<file path="config.mk">
export PLATFORM = sky130hd
export DESIGN_NAME = mdts_cell
export DESIGN_NICKNAME = d
export VERILOG_FILES = /design/src/hw/rtl/mdts_pkg.sv /design/src/hw/rtl/mdts_cell.sv
export SDC_FILE = /design/constraint.sdc
export NUM_CORES = 1
export LEC_CHECK = 0
export ABC_AREA = 1
export ABC_CLOCK_PERIOD_IN_PS = 2400
export BUFFER_PORTS_ARGS = -buffer_cell sky130_fd_sc_hd__buf_2
export CAP_MARGIN = 20
export CORE_MARGIN = 10
export CORE_UTILIZATION = 50
export CTS_CLUSTER_SIZE = 28
export DETAILED_ROUTE_END_ITERATION = 16
export GPL_TIMING_DRIVEN = 1
export HOLD_SLACK_MARGIN = 0.06
export PLACE_DENSITY = 0.84
export SYNTH_ARGS = -nofsm -noshare
export SYNTH_HDL_FRONTEND = slang
export SYNTH_SLANG_ARGS = --single-unit
export TNS_END_PERCENT = 30
</file>
<file path="constraint.sdc">
create_clock -name clk -period 2.4 [get_ports clk]
set_input_delay 0.12 -clock clk [delete_from_list [all_inputs] [get_ports clk]]
set_output_delay 0.12 -clock clk [all_outputs]
set_load 0.02 [all_outputs]
</file>
<file path="src/hw/rtl/mdts_pkg.sv">
// Shared types and constants of the minimum-delay task scheduler.
// Holds the slot record, the broadcast command of the cell chain and the codes.
// Depends on nothing; every other file of the block imports it.
package mdts_pkg;

    localparam int DATA_W            = 32;
    localparam int PEND_W            = 8;
    localparam int ID_W              = 5;
    localparam int SLOT_W            = 6;   // covers every slot of the largest table
    localparam int DEFAULT_MAX_TASKS = 32;

    localparam logic [1:0] OP_ADD      = 2'd0;
    localparam logic [1:0] OP_DELETE   = 2'd1;
    localparam logic [1:0] OP_TICK     = 2'd2;
    localparam logic [1:0] OP_DISPATCH = 2'd3;

    localparam logic [1:0] ST_OK       = 2'd0;
    localparam logic [1:0] ST_FULL     = 2'd1;
    localparam logic [1:0] ST_BAD_SLOT = 2'd2;

    localparam logic [PEND_W-1:0] PEND_MAX = {PEND_W{1'b1}};

    // One table slot.
    typedef struct packed {
        logic [DATA_W-1:0] delay;
        logic [DATA_W-1:0] period;
        logic [PEND_W-1:0] pend;
        logic [ID_W-1:0]   id;
    } entry_t;

    typedef enum logic [2:0] {
        CELL_NONE  = 3'd0,
        CELL_ADD   = 3'd1,
        CELL_SHIFT = 3'd2,
        CELL_TICK  = 3'd3,
        CELL_DISP  = 3'd4
    } cell_op_t;

    // Command seen by every cell of the chain in the same cycle.
    typedef struct packed {
        cell_op_t          op;
        logic [SLOT_W-1:0] pos;
        logic [DATA_W-1:0] value;
        logic [DATA_W-1:0] period;
        logic [ID_W-1:0]   id;
    } cell_ctl_t;

endpackage

</file>
<file path="src/hw/rtl/mdts_cell.sv">
// One slot of the task table, a link in the cell chain.
// Takes the broadcast command and its upper neighbor's record; uses mdts_pkg.
module mdts_cell #(
    parameter int IDX = 0
) (
    input  logic               clk,
    input  mdts_pkg::cell_ctl_t ctl,
    input  mdts_pkg::entry_t    nbr,
    output mdts_pkg::entry_t    q
);
    import mdts_pkg::*;

    entry_t q_reg;
    entry_t q_next;
    logic   hit;

    assign hit = (ctl.pos == SLOT_W'(IDX));

    always_comb
    begin
        q_next = q_reg;
        unique case (ctl.op)
            CELL_ADD:
            begin
                if (hit)
                begin
                    q_next.delay  = ctl.value;
                    q_next.period = ctl.period;
                    q_next.pend   = '0;
                    q_next.id     = ctl.id;
                end
            end
            CELL_SHIFT:
            begin
                // Slots at and above the removed one move down by one.
                if (SLOT_W'(IDX) >= ctl.pos)
                    q_next = nbr;
            end
            CELL_TICK:
            begin
                if (hit)
                begin
                    if (q_reg.delay != '0)
                        q_next.delay = q_reg.delay - DATA_W'(1);
                    else
                    begin
                        q_next.delay = q_reg.period;
                        if (q_reg.pend != PEND_MAX)
                            q_next.pend = q_reg.pend + PEND_W'(1);
                    end
                end
            end
            CELL_DISP:
            begin
                if (hit)
                    q_next.pend = q_reg.pend - PEND_W'(1);
                else
                    q_next.delay = q_reg.delay - ctl.value;
            end
            default:
            begin
                q_next = q_reg;
            end
        endcase
    end

    always_ff @(posedge clk)
    begin
        q_reg <= q_next;
    end

    assign q = q_reg;

endmodule

</file>
==> Implementation_results.wiki, run 1 <==
{| class="wikitable"
! Metric !! Value
|-
| Run status || complete, no violations
|-
| Met2 Wirelength || 15.1 mm
|-
| Routed length on met1 || 12.5 mm
|-
| Worst min-delay path startpoint || nbr[9]
|-
| DRC || 0
|-
| Relative contribution of sequential cells to total power || 34.6%
|-
| Total number of vias || 9520
|-
| Post-placement cell area || 0.00929 mm²
|-
| Initial Utilization || 50.5%
|-
| First-pass GRT wire length || 49.3 mm
|-
| Fraction of the cycle the final worst path needs || 96.4%
|-
| Worst EP required || 2.49 ns
|-
| Top-Level Pins || 233
|-
| Skew-Pair Late Insertion Delay || 0.34 ns
|-
| Clock slew at reported path FFs || 0.06 ns
|-
| Distinct cell type count of the synthesized netlist || 39
|-
| Violation count after the first detailed-route iteration || 948
|-
| Clock root buffer || sky130_fd_sc_hd__clkbuf_16
|-
| Switching power as a share of total power || 35.4%
|-
| Number of antenna violations at the first check in global routing || 1
|-
| Startpoint kind of the worst setup timing path || flop
|-
| Worst path setup slack after routing || 0.0868 ns
|-
| Unrepaired setup endpoints after global routing || true
|-
| Cell-internal power || 3.03 mW
|-
| Number of filler cells placed in the layout || 1291
|-
| Routability congestion estimate || 1.06
|-
| Sum of internal, switching and leakage power || 4.69 mW
|-
| Hold WC Path Type || in2reg
|-
| Clk sink count || 77
|-
| Horizontal die dimension || 143 µm
|-
| Final hold vios || 0
|-
| Summed instance area of the synthesized netlist || 0.00762 mm²
|-
| Sw Pwr || 1.66 mW
|-
| Maximum resistive drop on vdd || 0.000404 V
|-
| Cell accounting for the most synthesized area || sky130_fd_sc_hd__edfxtp_1
|-
| Via count of the first global-routing pass || 9278
|-
| Peak per-stage delay on the critical path || 0.50 ns
|-
| Most instantiated library cell after synthesis || sky130_fd_sc_hd__nand2_1
|-
| Slowest stage cell on the critical path || sky130_fd_sc_hd__edfxtp_1
|-
| Start-to-end type of the worst setup path || reg2reg
|-
| Clock H-tree levels || 3
|-
| CTS Buffer Depth || 2
|-
| Number of setup violations in the final report || 0
|-
| Number of port buffers || 232
|-
| Data arrival time of the worst path || 2.40 ns
|-
| Most frequent CP cell || sky130_fd_sc_hd__nand3_1
|-
| Proportion of netlist area held by the largest area contributor || 30.3%
|-
| Leakage || 5.41 nW
|-
| Layout cells sized above 1 || 22.5%
|-
| HPWL after DPL || 24.2 mm
|-
| Max-Slew Margin vs Limit || 68.1%
|-
| Fmax || 0.432 GHz
|-
| Clk_skew || 0.00736 ns
|-
| Mapped Nets || 1421
|-
| Max Transition Viols Final || 0
|-
| Transition time at the pin with the least slew margin || 0.478 ns
|-
| Row count || 45
|-
| Overall global routing resource usage || 30.5%
|-
| Layout net count || 1755
|-
| Overall routed net length || 32.2 mm
|-
| Main flop type after synthesis || sky130_fd_sc_hd__edfxtp_1
|-
| Power per cell area || 451 mW/mm²
|-
| Cells on worst reg2reg path || 9
|-
| Cell chain of the critical path || inv_1 > nand3_1 > nor2_2 > nand2_1 > buf_4 > o21ai_0 > nand3_1 > a21oi_2 > a21oi_1
|-
| Floorplan die area || 0.0206 mm²
|-
| Total core area || 0.0151 mm²
|-
| Sequential cell area fraction in the yosys report || 30.3%
|-
| Synthesized instance count || 1223
|-
| Maximum fanout along the worst path || 5
|-
| Post-route cell area || 0.0104 mm²
|-
| Layout area overhead || 36.5%
|-
| Critical path capture point type || flop
|-
| Uppermost layer routed || met4
|-
| Die Y || 143 µm
|-
| Detailed Routing Iterations Pass 1 || 6
|-
| Launch point of the worst reg-to-reg path || q[47]$_DFFE_PP_
|-
| Number of synthesized flops with an enable pin || 77
|-
| TritonCTS clock tree || yes
|-
| Clock period minus worst slack || 2.31 ns
|-
| Post-layout utilization of the core || 68.9%
|-
| Post-synthesis async set-or-reset flop share || 0%
|-
| Number of max-capacitance violations reported || 0
|-
| YS warnings || 0
|-
| Number of flip-flops under the largest register name || 77
|-
| Post-Syn Area per Cell || 6.23 µm²
|-
| Total of flip-flops plus latches after synthesis || 77
|-
| DR WL/cell || 18.4 µm
|-
| Number of instances on the worst hold path || 3
|-
| Global route total overflow || 0
|-
| Count of nets left with antenna violations after detail routing || 0
|-
| Combinational group share of total power || 34.8%
|-
| Largest net degree at the start of global routing || 69
|-
| Cells taking the most area after synthesis || sky130_fd_sc_hd__edfxtp_1 30%, sky130_fd_sc_hd__nand2_1 24%, sky130_fd_sc_hd__inv_1 8.8%
|-
| Placement-stage worst setup slack || -0.0506 ns
|-
| Clk network pwr share || 30.7%
|-
| Crit. Startpoint || q[47]$_DFFE_PP_
|-
| Commonest cells in the synthesized netlist || 481 x sky130_fd_sc_hd__nand2_1, 178 x sky130_fd_sc_hd__inv_1, 148 x sky130_fd_sc_hd__nor2_1
|-
| Wire length on met3 || 3.38 mm
|-
| Average vias per placed instance || 5.44
|-
| Clock buffer count from CTS || 9
|}
-- cell type report --
cell class                      count  area (µm²)  area share, %
Multi-Input combinational cell    934        4590           44.1
Sequential cell                    77        2310           22.2
Timing Repair Buffer              351        2280           21.9
Inverter                          184         691           6.64
Tap cell                          188         235           2.26
Clock buffer                       10         229           2.20
Clock inverter                      6        71.3          0.686
Antenna cell                        1        2.50         0.0241
-- per-layer routing --
layer,global-route usage [%],up-vias
met1,38.1,4281
met3,6.30,90
li1,-,4564
met2,50.5,585
met5,0,-
met4,12.1,0
-- critical path: cells and delay by family (launching register included) --
family | cells | cell delay (ns)
buf+inv | 2 | 0.32
simple gates | 4 | 0.67
compound gates | 3 | 0.59
flops | 1 | 0.50
-- per-stage QoR --
| stage | hold slack, ns | std cells | TNS (ns) |
|---|---|---|---|
| 6_report | 0.0674 | 1751 | 0 |
| 5_1_grt | 0.0730 | 1751 | -0.112 |
| 4_1_cts | 0.0612 | 1741 | 0 |
| 3_5_place_dp | 0.385 | 1661 | -0.0506 |
| 3_3_place_gp | 0.384 | 1661 | -0.0409 |
| 2_1_floorplan | 0.299 | 1223 | 0 |
-- cells in the final DEF (no fill, tap or decap), drive strengths merged --
cell type,count
nand2,484
buf,287
inv,186
nor2,151
edfxtp,77
nand3,67
dlygate4sd3,64
a21oi,47
o21ai,41
ha,40
nand4,25
nand3b,13
o211ai,13
clkbuf,10
nor3,10
xor2,8
xnor2,8
or2,7
a21boi,5
o21bai,4
o2111ai,3
fa,2
clkinvlp,2
diode,1
a32o,1
a22oi,1
and2,1
a21o,1
and3,1
o21a,1
bufinv,1
clkinv,1
-- logic make-up after synthesis --
group	share of synthesized area [%]
xor gates and xnor gates	1.84
buffers and inverters	11.0
adders and majority gates	7.09
and+or+nand+nor	41.0
DFF	30.3
AOI/OAI and AO/OA	8.72
-- final timing paths --
| kind | endpoint | slack (ns) |
|---|---|---|
| setup / recovery | q[74]$_DFFE_PP_ | 0.09 |
| hold reg to reg | q[5]$_DFFE_PP_ | 0.69 |
| setup reg to reg | q[74]$_DFFE_PP_ | 0.09 |
| hold / removal | q[9]$_DFFE_PP_ | 0.07 |
-- what timing repair did --
item	in CTS	in global routing
endpoints found under the setup margin	1	22
endpoints found under the hold margin	37	0
pin swaps	0	1
buffers inserted	0	9
hold buffers	64	0
gates resized for setup	1	28
gates cloned	0	0
-- power groups by stage --
stage / Sequential [mW] / Clock (mW) / Combinational, mW
after floorplan: 1.69 / 0 / 0.821
after CTS: 1.62 / 1.43 / 1.52
after global routing: 1.62 / 1.49 / 1.80
final: 1.62 / 1.44 / 1.63
after detailed placement: 1.65 / 0 / 1.42
after global placement: 1.65 / 0 / 1.40
Power figures use the tool's default switching activity.
==> inputs of run 2 (changes only) <==
--- a/config.mk
+++ b/config.mk
@@ -6,7 +6,7 @@
 export NUM_CORES = 1
 export LEC_CHECK = 0
 export ABC_AREA = 1
-export ABC_CLOCK_PERIOD_IN_PS = 2400
+export ABC_CLOCK_PERIOD_IN_PS = 2500
 export BUFFER_PORTS_ARGS = -buffer_cell sky130_fd_sc_hd__buf_2
 export CAP_MARGIN = 20
 export CORE_MARGIN = 10
==> constraint.sdc (replaced) <==
create_clock -name clk -period 2.5 [get_ports clk]
set_input_delay 0.125 -clock clk [delete_from_list [all_inputs] [get_ports clk]]
set_output_delay 0.125 -clock clk [all_outputs]
set_load 0.02 [all_outputs]
==> Implementation_results.wiki, run 2 (synthesized netlist as in run 1, its figures left out) <==
{| class="wikitable"
! Metric !! Value
|-
| Startpoint kind of the worst setup timing path || flop
|-
| Post-CTS setup buffers || 0 (unchanged)
|-
| Skew-Pair Late Insertion Delay || 0.35 ns (about the same)
|-
| Clock buffer count from CTS || 9 (unchanged)
|-
| TritonCTS clock tree || yes
|-
| Antenna Cells || 0 (-1)
|-
| Max-Slew Margin vs Limit || 54.9% (-13 points)
|-
| Clock slew at reported path FFs || 0.06 ns (about the same)
|-
| Horizontal die dimension || 143 µm (unchanged)
|-
| Number of antenna violations at the first check in global routing || 0 (-1)
|-
| Clock period minus worst slack || 2.38 ns (+0.0648 ns)
|-
| Violation count after the first detailed-route iteration || 892 (-5.9%)
|-
| Worst Hold Slack || 0.0616 ns (-0.00583 ns)
|-
| Overall routed net length || 30.2 mm (-6.2%)
|-
| Top-Level Pins || 233 (unchanged)
|-
| Critical path capture point type || flop
|-
| Unrepaired setup endpoints after global routing || true
|-
| Largest net degree at the start of global routing || 51 (-26%)
|-
| CTS Buffer Depth || 2 (unchanged)
|-
| Die Y || 143 µm (unchanged)
|-
| Post-route cell area || 0.0101 mm² (-2.5%)
|-
| Average vias per placed instance || 5.33 (-1.9%)
|-
| Most common cell after layout, fill and taps aside || sky130_fd_sc_hd__nand2_1
|-
| Leakage || 5.31 nW (-2.0%)
|-
| First-pass GRT wire length || 46.1 mm (-6.3%)
|-
| Number of port buffers || 232 (unchanged)
|-
| Layout area overhead || 33.0%
|-
| Clk_skew || 0.00825 ns (+0.000889 ns)
|-
| Start-to-end type of the worst setup path || reg2reg
|-
| Worst EP required || 2.60 ns (+0.11 ns)
|-
| Layout net count || 1737 (-1.0%)
|-
| Commonest non-fill, non-tap cells in the layout || 479 x sky130_fd_sc_hd__nand2_1, 232 x sky130_fd_sc_hd__buf_2, 177 x sky130_fd_sc_hd__inv_1, 148 x sky130_fd_sc_hd__nor2_1, 77 x sky130_fd_sc_hd__edfxtp_1
|-
| Row count || 45 (unchanged)
|-
| Count of nets left with antenna violations after detail routing || 0 (unchanged)
|-
| Initial Utilization || 50.5% (unchanged)
|-
| Clock H-tree levels || 3 (unchanged)
|-
| Number of filler cells placed in the layout || 1344 (+4.1%)
|-
| Maximum fanout along the worst path || 6 (+1)
|-
| Clock root buffer || sky130_fd_sc_hd__clkbuf_16
|-
| Transition time at the pin with the least slew margin || 0.674 ns (+0.196 ns)
|-
| HPWL after DPL || 23.6 mm (-2.4%)
|-
| Floorplan die area || 0.0206 mm² (unchanged)
|-
| Overall global routing resource usage || 28.6% (-1.9 points)
|-
| Post-placement cell area || 0.00916 mm² (-1.4%)
|-
| Data arrival time of the worst path || 2.48 ns (+0.08 ns)
|-
| Number of max-capacitance violations reported || 0 (unchanged)
|-
| Total number of vias || 9229 (-3.1%)
|-
| Hold WC Path Type || in2reg
|-
| Via count of the first global-routing pass || 8877 (-4.3%)
|-
| Final hold vios || 0 (unchanged)
|-
| Maximum resistive drop on vdd || 0.000304 V (-25%)
|-
| Run status || complete, no violations
|-
| Routability congestion estimate || 1.03 (-3.1%)
|-
| DRC || 0 (unchanged)
|-
| Fmax || 0.421 GHz (-2.7%)
|-
| Detailed Routing Iterations Pass 1 || 5 (-1)
|-
| Clk sink count || 77 (unchanged)
|-
| DR WL/cell || 17.4 µm (-5.1%)
|-
| Power per cell area || 431 mW/mm² (-4.3%)
|-
| Number of setup violations in the final report || 0 (unchanged)
|-
| Max Transition Viols Final || 0 (unchanged)
|-
| Global route total overflow || 0 (unchanged)
|-
| Layout cells sized above 1 || 20.2% (-2.3 points)
|-
| Fraction of the cycle the final worst path needs || 95.1% (-1.3 points)
|-
| Total core area || 0.0151 mm² (unchanged)
|-
| Number of flip-flops under the largest register name || 77 (unchanged)
|}
[run 2: where the power goes]
part | internal, mW | switching (mW) | total (mW)
Combinational | 0.576 | 0.891 | 1.47
Sequential | 1.50 | 0.0578 | 1.55
Clock | 0.777 | 0.577 | 1.35
Total | 2.85 | 1.53 | 4.37
[run 2: path summary, 6_finish.rpt]
path,start,to,slack [ns],depth (start not counted)
max,q[48]$_DFFE_PP_,q[74]$_DFFE_PP_,0.12,12
min,nbr[10],q[10]$_DFFE_PP_,0.06,3
max reg2reg,q[48]$_DFFE_PP_,q[74]$_DFFE_PP_,0.12,12
min reg2reg,q[13]$_DFFE_PP_,q[45]$_DFFE_PP_,0.67,2
[run 2: per-layer routing]
| layer | wire [µm] | up-vias | GRT usage [%] |
|---|---|---|---|
| li1 | - | 4504 | - |
| met1 | 11700 | 4111 | 34.9 |
| met2 | 14000 | 526 | 47.0 |
| met3 | 3150 | 88 | 6.57 |
| met4 | 1290 | 0 | 13.0 |
| met5 | 0 | - | 0 |
[run 2: repair_timing]
item / CTS / global route
setup endpoints to repair: 0 / 7
gates resized for setup: 0 / 9
hold endpoints to repair: 39 / 0
hold buffers: 66 / 0
[run 2: per-stage QoR]
step	setup slack (ns)	std cells	TNS [ns]	utilization (%)	power, mW
final	0.122	1731	0	67.2	4.37
after detailed placement	0.0384	1650	0	60.7	2.90
after floorplan	0.257	1223	0	-	2.42
after CTS	0.0424	1731	0	67.0	4.33
after global routing	-0.00381	1731	-0.00507	67.2	4.58
after global placement	0.0273	1650	0	60.7	2.88
[run 2: layout make-up]
class	count	area (µm²)	share of cell area (%)
clock buffer	9	225	2.22
sequential	77	2310	22.8
tap	188	235	2.32
clock inverter	6	71.3	0.703
timing repair buffer	333	2100	20.7
multi-input combinational	934	4510	44.5
inverter	184	691	6.81
[run 2: worst max-delay path, stage by stage (launching register included)]
cell,delay [ns]
sky130_fd_sc_hd__edfxtp_1,0.47
sky130_fd_sc_hd__ha_1,0.43
sky130_fd_sc_hd__nand2_1,0.12
sky130_fd_sc_hd__nor2_1,0.20
sky130_fd_sc_hd__nand2_1,0.07
sky130_fd_sc_hd__nand3_1,0.14
sky130_fd_sc_hd__nand2_1,0.07
sky130_fd_sc_hd__nand2_1,0.15
sky130_fd_sc_hd__nand2_1,0.14
sky130_fd_sc_hd__nand2_1,0.09
sky130_fd_sc_hd__nand2_1,0.05
sky130_fd_sc_hd__nand3_1,0.09
sky130_fd_sc_hd__a21oi_1,0.09
